$ cat src/hw/rtl/tac_pkg.sv
// shared types, constants and helpers for the texture tint and alpha classifier
package tac_pkg;

  localparam int MAX_PIXELS   = 16777216;
  localparam int OPAQUE_MIN   = 250;
  localparam int CLEAR_MAX    = 5;
  localparam int PART_WEIGHT  = 50;
  localparam int CLEAR_WEIGHT = 1000;

  localparam int CNT_W = $clog2(MAX_PIXELS + 1);
  localparam int TOT_W = $clog2(3 * MAX_PIXELS + 1);
  localparam int P50_W = $clog2(longint'(PART_WEIGHT) * longint'(MAX_PIXELS) + 1);
  localparam int C1K_W = $clog2(longint'(CLEAR_WEIGHT) * longint'(MAX_PIXELS) + 1);

  localparam int FIFO_DEPTH = 4;
  localparam int FIFO_PTR_W = $clog2(FIFO_DEPTH);
  localparam int FIFO_CNT_W = $clog2(FIFO_DEPTH + 1);

  localparam int CFG_IDX_W  = 3;
  localparam int CFG_DATA_W = 9;
  localparam int FACTOR_W   = 9;

  localparam logic [FACTOR_W-1:0] UNIT = FACTOR_W'(256);

  // register indexes
  localparam logic [CFG_IDX_W-1:0] CFG_RED_FACTOR   = CFG_IDX_W'(0);
  localparam logic [CFG_IDX_W-1:0] CFG_GREEN_FACTOR = CFG_IDX_W'(1);
  localparam logic [CFG_IDX_W-1:0] CFG_BLUE_FACTOR  = CFG_IDX_W'(2);
  localparam logic [CFG_IDX_W-1:0] CFG_OPACITY_SCL  = CFG_IDX_W'(3);
  localparam logic [CFG_IDX_W-1:0] CFG_OPACITY_SRC  = CFG_IDX_W'(4);
  localparam logic [CFG_IDX_W-1:0] CFG_INVERT_SMP   = CFG_IDX_W'(5);

  // opacity source codes as written by software
  localparam logic [1:0] OPSRC_ONE     = 2'd0;
  localparam logic [1:0] OPSRC_SCALAR  = 2'd1;
  localparam logic [1:0] OPSRC_TEXTURE = 2'd2;

  typedef enum logic [1:0] {
    ASEL_ONE,
    ASEL_SCALAR,
    ASEL_TEXTURE
  } alpha_sel_t;

  typedef enum logic [1:0] {
    CLS_OPAQUE,
    CLS_CLEAR,
    CLS_PARTIAL
  } cls_t;

  typedef enum logic [1:0] {
    MODE_OPAQUE = 2'd0,
    MODE_MASK   = 2'd1,
    MODE_BLEND  = 2'd2
  } mode_t;

  typedef struct packed {
    logic [7:0] red;
    logic [7:0] green;
    logic [7:0] blue;
    logic [7:0] alpha;
    cls_t       cls;
    logic       last;
  } tac_word_t;

  typedef struct packed {
    logic full;
    logic empty;
  } tac_fifo_stat_t;

  function automatic logic [FACTOR_W-1:0] sat_unit(input logic [CFG_DATA_W-1:0] v);
    logic [FACTOR_W-1:0] f;
    f = FACTOR_W'(v);
    return (f > UNIT) ? UNIT : f;
  endfunction

endpackage

$ cat src/hw/rtl/tac_front.sv
// front end: config registers, tint and alpha datapath, alpha classification
module tac_front import tac_pkg::*; (
  input  logic                  clk,
  input  logic                  rst_n,
  input  logic                  cfg_valid,
  output logic                  cfg_ready,
  input  logic [CFG_IDX_W-1:0]  cfg_index,
  input  logic [CFG_DATA_W-1:0] cfg_data,
  input  logic                  in_valid,
  output logic                  in_ready,
  input  logic [7:0]            in_red,
  input  logic [7:0]            in_green,
  input  logic [7:0]            in_blue,
  input  logic [7:0]            in_alpha,
  input  logic [7:0]            in_opacity_sample,
  input  logic                  in_last_pixel,
  input  tac_fifo_stat_t        fifo_stat,
  output logic                  push,
  output tac_word_t             push_word
);

  logic [FACTOR_W-1:0] red_factor_r, green_factor_r, blue_factor_r, opacity_scale_r;
  logic [1:0]          opacity_source_r;
  logic                invert_sample_r;

  // stage 1
  logic       v1_r;
  logic [7:0] red1_r, grn1_r, blu1_r, a1_r, smp1_r;
  alpha_sel_t asel1_r;
  logic       last1_r;

  // stage 2
  logic      v2_r;
  tac_word_t word2_r;

  logic              adv1, adv2;
  logic [16:0]       red_prod, grn_prod, blu_prod, a1_prod;
  logic [7:0]        a1_opnd, smp_nxt;
  alpha_sel_t        asel_nxt;
  logic [15:0]       tex_prod;
  logic [16:0]       tex_div;
  logic [7:0]        alpha_fin;
  cls_t              cls_nxt;
  tac_word_t         word_nxt;

  assign cfg_ready = 1'b1;

  always_ff @(posedge clk) begin
    if (!rst_n) begin
      red_factor_r     <= UNIT;
      green_factor_r   <= UNIT;
      blue_factor_r    <= UNIT;
      opacity_scale_r  <= UNIT;
      opacity_source_r <= OPSRC_ONE;
      invert_sample_r  <= 1'b0;
    end else if (cfg_valid) begin
      unique case (cfg_index)
        CFG_RED_FACTOR:   red_factor_r     <= sat_unit(cfg_data);
        CFG_GREEN_FACTOR: green_factor_r   <= sat_unit(cfg_data);
        CFG_BLUE_FACTOR:  blue_factor_r    <= sat_unit(cfg_data);
        CFG_OPACITY_SCL:  opacity_scale_r  <= sat_unit(cfg_data);
        CFG_OPACITY_SRC:  opacity_source_r <= cfg_data[1:0];
        CFG_INVERT_SMP:   invert_sample_r  <= cfg_data[0];
        default: ;
      endcase
    end
  end

  assign push     = v2_r && !fifo_stat.full;
  assign adv2     = !v2_r || push;
  assign adv1     = !v1_r || adv2;
  assign in_ready = adv1;

  // stage 1: channel tints and the scaled alpha
  always_comb begin
    unique case (opacity_source_r)
      OPSRC_SCALAR:  asel_nxt = ASEL_SCALAR;
      OPSRC_TEXTURE: asel_nxt = ASEL_TEXTURE;
      default:       asel_nxt = ASEL_ONE;
    endcase
    a1_opnd  = (asel_nxt == ASEL_TEXTURE) ? in_alpha : 8'hFF;
    smp_nxt  = invert_sample_r ? ~in_opacity_sample : in_opacity_sample;
    red_prod = 17'(in_red) * 17'(red_factor_r);
    grn_prod = 17'(in_green) * 17'(green_factor_r);
    blu_prod = 17'(in_blue) * 17'(blue_factor_r);
    a1_prod  = 17'(a1_opnd) * 17'(opacity_scale_r);
  end

  always_ff @(posedge clk) begin
    if (!rst_n) begin
      v1_r <= 1'b0;
    end else if (adv1) begin
      v1_r <= in_valid;
    end
  end

  always_ff @(posedge clk) begin
    if (adv1) begin
      red1_r  <= red_prod[15:8];
      grn1_r  <= grn_prod[15:8];
      blu1_r  <= blu_prod[15:8];
      a1_r    <= a1_prod[15:8];
      smp1_r  <= smp_nxt;
      asel1_r <= asel_nxt;
      last1_r <= in_last_pixel;
    end
  end

  // stage 2: sample product, divide by 255, classify
  always_comb begin
    tex_prod = 16'(a1_r) * 16'(smp1_r);
    // exact floor(x/255) for x below 65280
    tex_div  = 17'(tex_prod) + 17'(tex_prod[15:8]) + 17'd1;
    unique case (asel1_r)
      ASEL_SCALAR:  alpha_fin = a1_r;
      ASEL_TEXTURE: alpha_fin = tex_div[15:8];
      default:      alpha_fin = 8'hFF;
    endcase
    priority if (alpha_fin >= 8'(OPAQUE_MIN)) begin
      cls_nxt = CLS_OPAQUE;
    end else if (alpha_fin <= 8'(CLEAR_MAX)) begin
      cls_nxt = CLS_CLEAR;
    end else begin
      cls_nxt = CLS_PARTIAL;
    end
    word_nxt.red   = red1_r;
    word_nxt.green = grn1_r;
    word_nxt.blue  = blu1_r;
    word_nxt.alpha = alpha_fin;
    word_nxt.cls   = cls_nxt;
    word_nxt.last  = last1_r;
  end

  always_ff @(posedge clk) begin
    if (!rst_n) begin
      v2_r <= 1'b0;
    end else if (adv2) begin
      v2_r <= v1_r;
    end
  end

  always_ff @(posedge clk) begin
    if (adv2) begin
      word2_r <= word_nxt;
    end
  end

  assign push_word = word2_r;

endmodule

$ cat src/hw/rtl/tac_fifo.sv
// short word queue between the front end and the back end
module tac_fifo import tac_pkg::*; (
  input  logic           clk,
  input  logic           rst_n,
  input  logic           push,
  input  tac_word_t      push_word,
  input  logic           pop,
  output tac_word_t      pop_word,
  output tac_fifo_stat_t stat
);

  tac_word_t             mem_r [FIFO_DEPTH];
  logic [FIFO_PTR_W-1:0] wr_ptr_r, rd_ptr_r;
  logic [FIFO_CNT_W-1:0] cnt_r;

  function automatic logic [FIFO_PTR_W-1:0] ptr_inc(input logic [FIFO_PTR_W-1:0] p);
    return (p == FIFO_PTR_W'(FIFO_DEPTH - 1)) ? '0 : p + FIFO_PTR_W'(1);
  endfunction

  always_ff @(posedge clk) begin
    if (push) begin
      mem_r[wr_ptr_r] <= push_word;
    end
  end

  always_ff @(posedge clk) begin
    if (!rst_n) begin
      wr_ptr_r <= '0;
      rd_ptr_r <= '0;
      cnt_r    <= '0;
    end else begin
      if (push) wr_ptr_r <= ptr_inc(wr_ptr_r);
      if (pop)  rd_ptr_r <= ptr_inc(rd_ptr_r);
      if (push && !pop) begin
        cnt_r <= cnt_r + FIFO_CNT_W'(1);
      end else if (pop && !push) begin
        cnt_r <= cnt_r - FIFO_CNT_W'(1);
      end
    end
  end

  assign pop_word   = mem_r[rd_ptr_r];
  assign stat.full  = (cnt_r == FIFO_CNT_W'(FIFO_DEPTH));
  assign stat.empty = (cnt_r == '0);

endmodule

$ cat src/hw/rtl/tac_back.sv
// back end: running alpha counts, image alpha mode, output register
module tac_back import tac_pkg::*; (
  input  logic           clk,
  input  logic           rst_n,
  input  tac_fifo_stat_t fifo_stat,
  input  tac_word_t      pop_word,
  output logic           pop,
  output logic           out_valid,
  input  logic           out_ready,
  output logic [7:0]     out_red,
  output logic [7:0]     out_green,
  output logic [7:0]     out_blue,
  output logic [7:0]     out_alpha,
  output logic           out_last,
  output logic [1:0]     out_alpha_mode
);

  logic [CNT_W-1:0] opq_r, clr_r, prt_r;
  logic [TOT_W-1:0] tot_r;
  // partial*50 and clear*1000 kept as running sums
  logic [P50_W-1:0] p50_r;
  logic [C1K_W-1:0] c1k_r;

  logic [CNT_W-1:0] opq_nxt, clr_nxt, prt_nxt;
  logic [TOT_W-1:0] tot_nxt;
  logic [P50_W-1:0] p50_nxt;
  logic [C1K_W-1:0] c1k_nxt;
  logic             b_opq, b_clr, b_prt;
  mode_t            mode_nxt;

  logic       out_valid_r, out_last_r;
  logic [7:0] out_red_r, out_green_r, out_blue_r, out_alpha_r;
  mode_t      out_mode_r;

  assign pop = !fifo_stat.empty && (!out_valid_r || out_ready);

  always_comb begin
    b_opq   = (pop_word.cls == CLS_OPAQUE)  && (opq_r < CNT_W'(MAX_PIXELS));
    b_clr   = (pop_word.cls == CLS_CLEAR)   && (clr_r < CNT_W'(MAX_PIXELS));
    b_prt   = (pop_word.cls == CLS_PARTIAL) && (prt_r < CNT_W'(MAX_PIXELS));
    opq_nxt = opq_r + CNT_W'(b_opq);
    clr_nxt = clr_r + CNT_W'(b_clr);
    prt_nxt = prt_r + CNT_W'(b_prt);
    tot_nxt = tot_r + TOT_W'(b_opq || b_clr || b_prt);
    p50_nxt = p50_r + (b_prt ? P50_W'(PART_WEIGHT) : '0);
    c1k_nxt = c1k_r + (b_clr ? C1K_W'(CLEAR_WEIGHT) : '0);
    priority if (!pop_word.last) begin
      mode_nxt = MODE_OPAQUE;
    end else if (prt_nxt == '0) begin
      mode_nxt = (clr_nxt != '0) ? MODE_MASK : MODE_OPAQUE;
    end else if ((C1K_W'(p50_nxt) <= C1K_W'(tot_nxt)) && (c1k_nxt >= C1K_W'(tot_nxt))) begin
      mode_nxt = MODE_MASK;
    end else begin
      mode_nxt = MODE_BLEND;
    end
  end

  always_ff @(posedge clk) begin
    if (!rst_n) begin
      opq_r <= '0;
      clr_r <= '0;
      prt_r <= '0;
      tot_r <= '0;
      p50_r <= '0;
      c1k_r <= '0;
    end else if (pop) begin
      if (pop_word.last) begin
        opq_r <= '0;
        clr_r <= '0;
        prt_r <= '0;
        tot_r <= '0;
        p50_r <= '0;
        c1k_r <= '0;
      end else begin
        opq_r <= opq_nxt;
        clr_r <= clr_nxt;
        prt_r <= prt_nxt;
        tot_r <= tot_nxt;
        p50_r <= p50_nxt;
        c1k_r <= c1k_nxt;
      end
    end
  end

  always_ff @(posedge clk) begin
    if (!rst_n) begin
      out_valid_r <= 1'b0;
    end else if (pop) begin
      out_valid_r <= 1'b1;
    end else if (out_ready) begin
      out_valid_r <= 1'b0;
    end
  end

  always_ff @(posedge clk) begin
    if (pop) begin
      out_red_r   <= pop_word.red;
      out_green_r <= pop_word.green;
      out_blue_r  <= pop_word.blue;
      out_alpha_r <= pop_word.alpha;
      out_last_r  <= pop_word.last;
      out_mode_r  <= mode_nxt;
    end
  end

  assign out_valid      = out_valid_r;
  assign out_red        = out_red_r;
  assign out_green      = out_green_r;
  assign out_blue       = out_blue_r;
  assign out_alpha      = out_alpha_r;
  assign out_last       = out_last_r;
  assign out_alpha_mode = out_mode_r;

endmodule

$ cat src/hw/rtl/texture_tint_alpha_classify.sv
// path: an accepted word moves on through the second front stage, the queue write
// and the output register to out_valid; it waits in the queue while output stalls
// throughput: one pixel per clock while out_ready is high, set by the two-stage
// front datapath and the back-end count update; four-entry queue absorbs stalls
// reset: synchronous active-low; clears pipeline, queue, counts and output valid,
// factors and scale to 1.0, opacity source and sample invert to zero
module texture_tint_alpha_classify import tac_pkg::*; (
  input  logic                  clk,
  input  logic                  rst_n,
  input  logic                  cfg_valid,
  output logic                  cfg_ready,
  input  logic [CFG_IDX_W-1:0]  cfg_index,
  input  logic [CFG_DATA_W-1:0] cfg_data,
  input  logic                  in_valid,
  output logic                  in_ready,
  input  logic [7:0]            in_red,
  input  logic [7:0]            in_green,
  input  logic [7:0]            in_blue,
  input  logic [7:0]            in_alpha,
  input  logic [7:0]            in_opacity_sample,
  input  logic                  in_last_pixel,
  output logic                  out_valid,
  input  logic                  out_ready,
  output logic [7:0]            out_red,
  output logic [7:0]            out_green,
  output logic [7:0]            out_blue,
  output logic [7:0]            out_alpha,
  output logic                  out_last,
  output logic [1:0]            out_alpha_mode
);

  tac_fifo_stat_t fifo_stat;
  tac_word_t      push_word, pop_word;
  logic           push, pop;

  tac_front u_front (
    .clk              (clk),
    .rst_n            (rst_n),
    .cfg_valid        (cfg_valid),
    .cfg_ready        (cfg_ready),
    .cfg_index        (cfg_index),
    .cfg_data         (cfg_data),
    .in_valid         (in_valid),
    .in_ready         (in_ready),
    .in_red           (in_red),
    .in_green         (in_green),
    .in_blue          (in_blue),
    .in_alpha         (in_alpha),
    .in_opacity_sample(in_opacity_sample),
    .in_last_pixel    (in_last_pixel),
    .fifo_stat        (fifo_stat),
    .push             (push),
    .push_word        (push_word)
  );

  tac_fifo u_fifo (
    .clk      (clk),
    .rst_n    (rst_n),
    .push     (push),
    .push_word(push_word),
    .pop      (pop),
    .pop_word (pop_word),
    .stat     (fifo_stat)
  );

  tac_back u_back (
    .clk           (clk),
    .rst_n         (rst_n),
    .fifo_stat     (fifo_stat),
    .pop_word      (pop_word),
    .pop           (pop),
    .out_valid     (out_valid),
    .out_ready     (out_ready),
    .out_red       (out_red),
    .out_green     (out_green),
    .out_blue      (out_blue),
    .out_alpha     (out_alpha),
    .out_last      (out_last),
    .out_alpha_mode(out_alpha_mode)
  );

  // mode is only reported on the last word
  a_mode_only_last: assert property (@(posedge clk) disable iff (!rst_n)
    out_valid && !out_last |-> out_alpha_mode == MODE_OPAQUE)
    else $error("alpha mode set on a word that is not last");

  // an opaque image means the last pixel itself was opaque
  a_opaque_last: assert property (@(posedge clk) disable iff (!rst_n)
    out_valid && out_last && out_alpha_mode == MODE_OPAQUE |-> out_alpha >= 8'(OPAQUE_MIN))
    else $error("opaque mode with a non-opaque last pixel");

  // a word can only leave the queue when the queue holds one
  a_no_pop_empty: assert property (@(posedge clk) disable iff (!rst_n)
    fifo_stat.empty |-> !pop)
    else $error("pop from empty queue");

  a_reset_idle: assert property (@(posedge clk)
    $past(!rst_n) |-> !out_valid)
    else $error("output valid right after reset");

endmodule

$ cat config.mk
export PLATFORM = sky130hd
export DESIGN_NAME = texture_tint_alpha_classify
export DESIGN_NICKNAME = d
export VERILOG_FILES = /design/src/hw/rtl/tac_pkg.sv /design/src/hw/rtl/tac_front.sv /design/src/hw/rtl/tac_fifo.sv /design/src/hw/rtl/tac_back.sv /design/src/hw/rtl/texture_tint_alpha_classify.sv
export SDC_FILE = /design/constraint.sdc
export NUM_CORES = 2
export LEC_CHECK = 0
export BUFFER_PORTS_ARGS = -buffer_cell sky130_fd_sc_hd__buf_2
export CORE_MARGIN = 2
export CORE_UTILIZATION = 60
export CTS_CLUSTER_DIAMETER = 80
export DETAILED_ROUTE_END_ITERATION = 16
export HOLD_SLACK_MARGIN = 0.15
export PLACE_DENSITY = 0.77
export SETUP_SLACK_MARGIN = 0.3
export SLEW_MARGIN = 20
export SYNTH_ARGS = -nofsm -noshare
export SYNTH_HDL_FRONTEND = slang
export SYNTH_SLANG_ARGS = --single-unit
export TNS_END_PERCENT = 50
$ cat constraint.sdc
create_clock -name clk -period 9.5 [get_ports clk]
set_input_delay 1.425 -clock clk [delete_from_list [all_inputs] [get_ports clk]]
set_output_delay 1.425 -clock clk [all_outputs]
set_load 0.01 [all_outputs]
==> metrics.md <==
| Metric | Value |
|---|---|
| Final hold violations | 0 |
| Clock Sinks | 465 |
| Post-synthesis cell type count | 78 |
| Post-Syn Area per Cell | 9.822 sq um |
| Final period utilization | 74.99% |
| DR vias/cell | 5.860 |
| Core ar. | 51610 sq um |
| Top-area cell type share of the netlist area | 24.11% |
| DR pass1 iterations | 5 |
| Leakage Power | 0.01435 uW |
| Flops & latches, synth | 465 |
| Clock skew | 0.02557 ns |
| CP startpoint kind | flip-flop |
| DRT iter0 DRCs | 1511 |
| Synthesized area | 31510 sq um |
| Peak VDD IR | 751.6 uV |
| Post-route design area | 34110 sq um |
| Pin count of the biggest net entering global routing | 97 |
| Syn_nets | 3707 |
| Cell taking the most area after synthesis | edfxtp_1 |
| Final worst path period need | 7.124 ns |
| Grt ovf | 0 |
| Arrival time worst endpoint | 7.46 ns |
| Delay-heaviest family, CP | adder cells |
| Max cap viols | 0 |
| Top-Level Pins | 96 |
| Fmax | 140.4 MHz |
| Initial Util | 61.05% |
| Worst Tran Pin Value | 1.080 ns |
| Hold crit path type | flip-flop to flip-flop |
| CTS Buf Count | 50 |
| Worst path max stage delay | 0.57 ns |
| Peak fanout along the critical path | 10 |
| Setup bufs post-CTS | 0 |
| Final hold slack | 0.4042 ns |
| Placed inst area | 32440 sq um |
| Root Driver | clkbuf_16 |
| Worst path cell trace | nand2_1 > fa_1 > fa_1 > inv_1 > fa_1 > inv_1 > fa_1 > inv_1 > ha_1 > or3_1 > a21oi_1 > a21o_1 > xnor2_1 > ha_1 > o221ai_1 > a21o_1 > maj3_2 > o41ai_4 > nor2_2 > or3_4 > or3_4 > nor4_4 > a31oi_1 |
| DR vias | 23160 |
| Reg clk slew, reported paths | 0.06 ns |
| Setup crit end kind | flip-flop |
| Number of gates resized after CTS | 0 |
| Area grow syn2layout | 8.259% |
| Longest Clk Path Bufs | 3 |
| Filler Cells Inserted | 3960 |
| Rel. slew slack | 27.83% |
| CP most frequent cell | fa_1 |
| Critical path buffer and inverter count | 3 |
| Non-Filler Instances | 3952 |
| Clock Latency Late Sink | 0.60 ns |
| Initial antenna violation count | 6 |
| Count leader, synth | nand2_1 |
| Synth Warn # | 0 |
| Most used DFF post-synth | edfxtp_1 |
| Total Wirelength | 69000 um |
| Global-route wire length before repair | 113600 um |
| # setup viols final | 0 |
| Antenna-violating nets left | 0 |
| Placed cell count | 3857 |
| Row cnt | 83 |
| Max-slew violations | 0 |
| Synth top cells by count | 353 x nand2_1, 278 x inv_1, 260 x nor2_1, 253 x edfxtp_1, 244 x ha_1 |
| Drt wl/cell | 17.46 um |
| Synthesized instance count | 3208 |
| Post-synth EDFFs | 253 |
| CTS tree | yes |
| Share of layout cells above drive strength 1 | 7.798% |
| Nets | 3728 |
| Sequential area share after synthesis | 37.58% |
| PortBufs | 94 |
| Top cells by area, synth | edfxtp_1 24%, dfxtp_1 13%, fa_1 13%, ha_1 9.7%, nand2_1 4.2% |
| Post-synth ARST share | 0% |
| PD cells | 298.2 nW/um^2 |
| Setup TNS | 0 ns |
| Die Footprint | 54370 sq um |
| Die W | 233.2 um |
| Outcome | finished, final reports clean |
| RSZ-0062 raised after global routing | false |
| Total track usage | 25.82% |
| DP Wirelength | 49270 um |
| Slowest CP cell | edfxtp_1 |
| Req. time, crit path | 9.84 ns |
| Remaining DRCs | 0 |
| Routability cong. | 0.8914 |
| Die Ht | 233.2 um |
| Hold-fix buffers at CTS | 0 |
| Critical path type | flip-flop to flip-flop |
| Overall power | 10170 uW |
| Number of global-route vias before repair | 23310 |
| H-tree depth | 2 |
[area by class of cell]
cell class / instances / area, sq um / share of cell area, %
tap: 680 / 850.8 / 2.494
sequential: 465 / 11840 / 34.72
clock buffer: 66 / 1363 / 3.994
antenna: 2 / 5.005 / 0.01467
clock inverter: 27 / 301.5 / 0.8839
multi-input combinational: 2324 / 18110 / 53.08
inverter: 278 / 1051 / 3.081
timing repair buffer: 110 / 590.6 / 1.731
[per-stage QoR]
stage / utilization (%) / worst slack (ns)
finish: 66.09 / 2.376
global route: 66.09 / 1.945
CTS: 66.08 / 2.451
detailed placement: 62.86 / 2.480
global placement: 62.86 / 2.598
floorplan: - / 2.960
[worst paths after layout]
| check | cells past startpoint | endpoint | from | slack [ns] |
|---|---|---|---|---|
| setup / recovery | 23 | u_front.push_word[2]$_SDFFCE_PP0P_ | u_front.a1_r[1]$_DFFE_PP_ | 2.38 |
| setup reg to reg | 23 | u_front.push_word[2]$_SDFFCE_PP0P_ | u_front.a1_r[1]$_DFFE_PP_ | 2.38 |
| hold / removal | 0 | u_front.push_word[0]$_DFFE_PP_ | u_front.last1_r$_DFFE_PP_ | 0.40 |
| hold reg to reg | 0 | u_front.push_word[0]$_DFFE_PP_ | u_front.last1_r$_DFFE_PP_ | 0.40 |
[layout by cell type (no fill, tap or decap), drive strengths merged, types with 5 or more instances in the layout]
master,count
a211oi,5
nand3,88
nor3,72
dfxtp,212
mux4,34
fa,197
and2,175
or2,10
mux2i,8
clkbuf,66
nand4,31
and3,52
a22oi,43
xor2,63
and4,11
nor2b,53
inv,278
or3,25
nor2,261
nand2b,9
o21ai,121
nor3b,7
o21bai,5
o21a,12
buf,110
nor4,11
ha,244
a21oi,194
a21o,34
o211ai,11
clkinv,20
nand3b,9
edfxtp,253
a31oi,26
xnor2,99
bufinv,5
a311oi,11
nand2,353
o31ai,8
[kinds of logic after synthesis]
kind of cell | after synthesis | synth area share, %
multiplexers | 44 | 2.756
AO/OA/AOI/OAI | 495 | 9.526
XOR/XNOR | 163 | 4.602
AND/OR/NAND/NOR | 1179 | 18.25
flip-flops | 465 | 37.58
buffers and inverters | 419 | 5.031
adder cells (fa/ha/maj) | 442 | 22.24
other | 1 | 0.01190
[routing by layer]
layer	up-vias	GRT usage (%)	routed length, um
met2	706	42.69	32360
met5	-	0	30
met3	120	4.407	4442
li1	11000	-	-
met1	11320	34.85	30520
met4	6	7.962	1640
[flip-flops by register name (all words and copies together), names as in the netlist, 3 cells and up, named ones only]
name / cells
u_back.c1k_r: 31
u_back.clr_r: 25
u_back.opq_r: 25
u_back.out_alpha: 8
u_back.out_blue: 8
u_back.out_green: 8
u_back.out_red: 8
u_back.p50_r: 29
u_back.prt_r: 25
u_back.tot_r: 26
u_fifo.cnt_r: 3
u_fifo.mem_r: 140
u_front.a1_r: 8
u_front.blu1_r: 8
u_front.blue_factor_r: 9
u_front.green_factor_r: 9
u_front.grn1_r: 8
u_front.opacity_scale_r: 9
u_front.push_word: 35
u_front.red1_r: 8
u_front.red_factor_r: 9
u_front.smp1_r: 8
[power by group]
| part | internal, uW | switching, uW | leakage, uW |
|---|---|---|---|
| Combinational | 2240 | 3500 | 0.00944 |
| Clock | 1150 | 798 | 0.000806 |
| Sequential | 2370 | 114 | 0.00410 |
| Total | 5760 | 4410 | 0.0143 |
No activity file was read; power rests on OpenSTA's default activity.
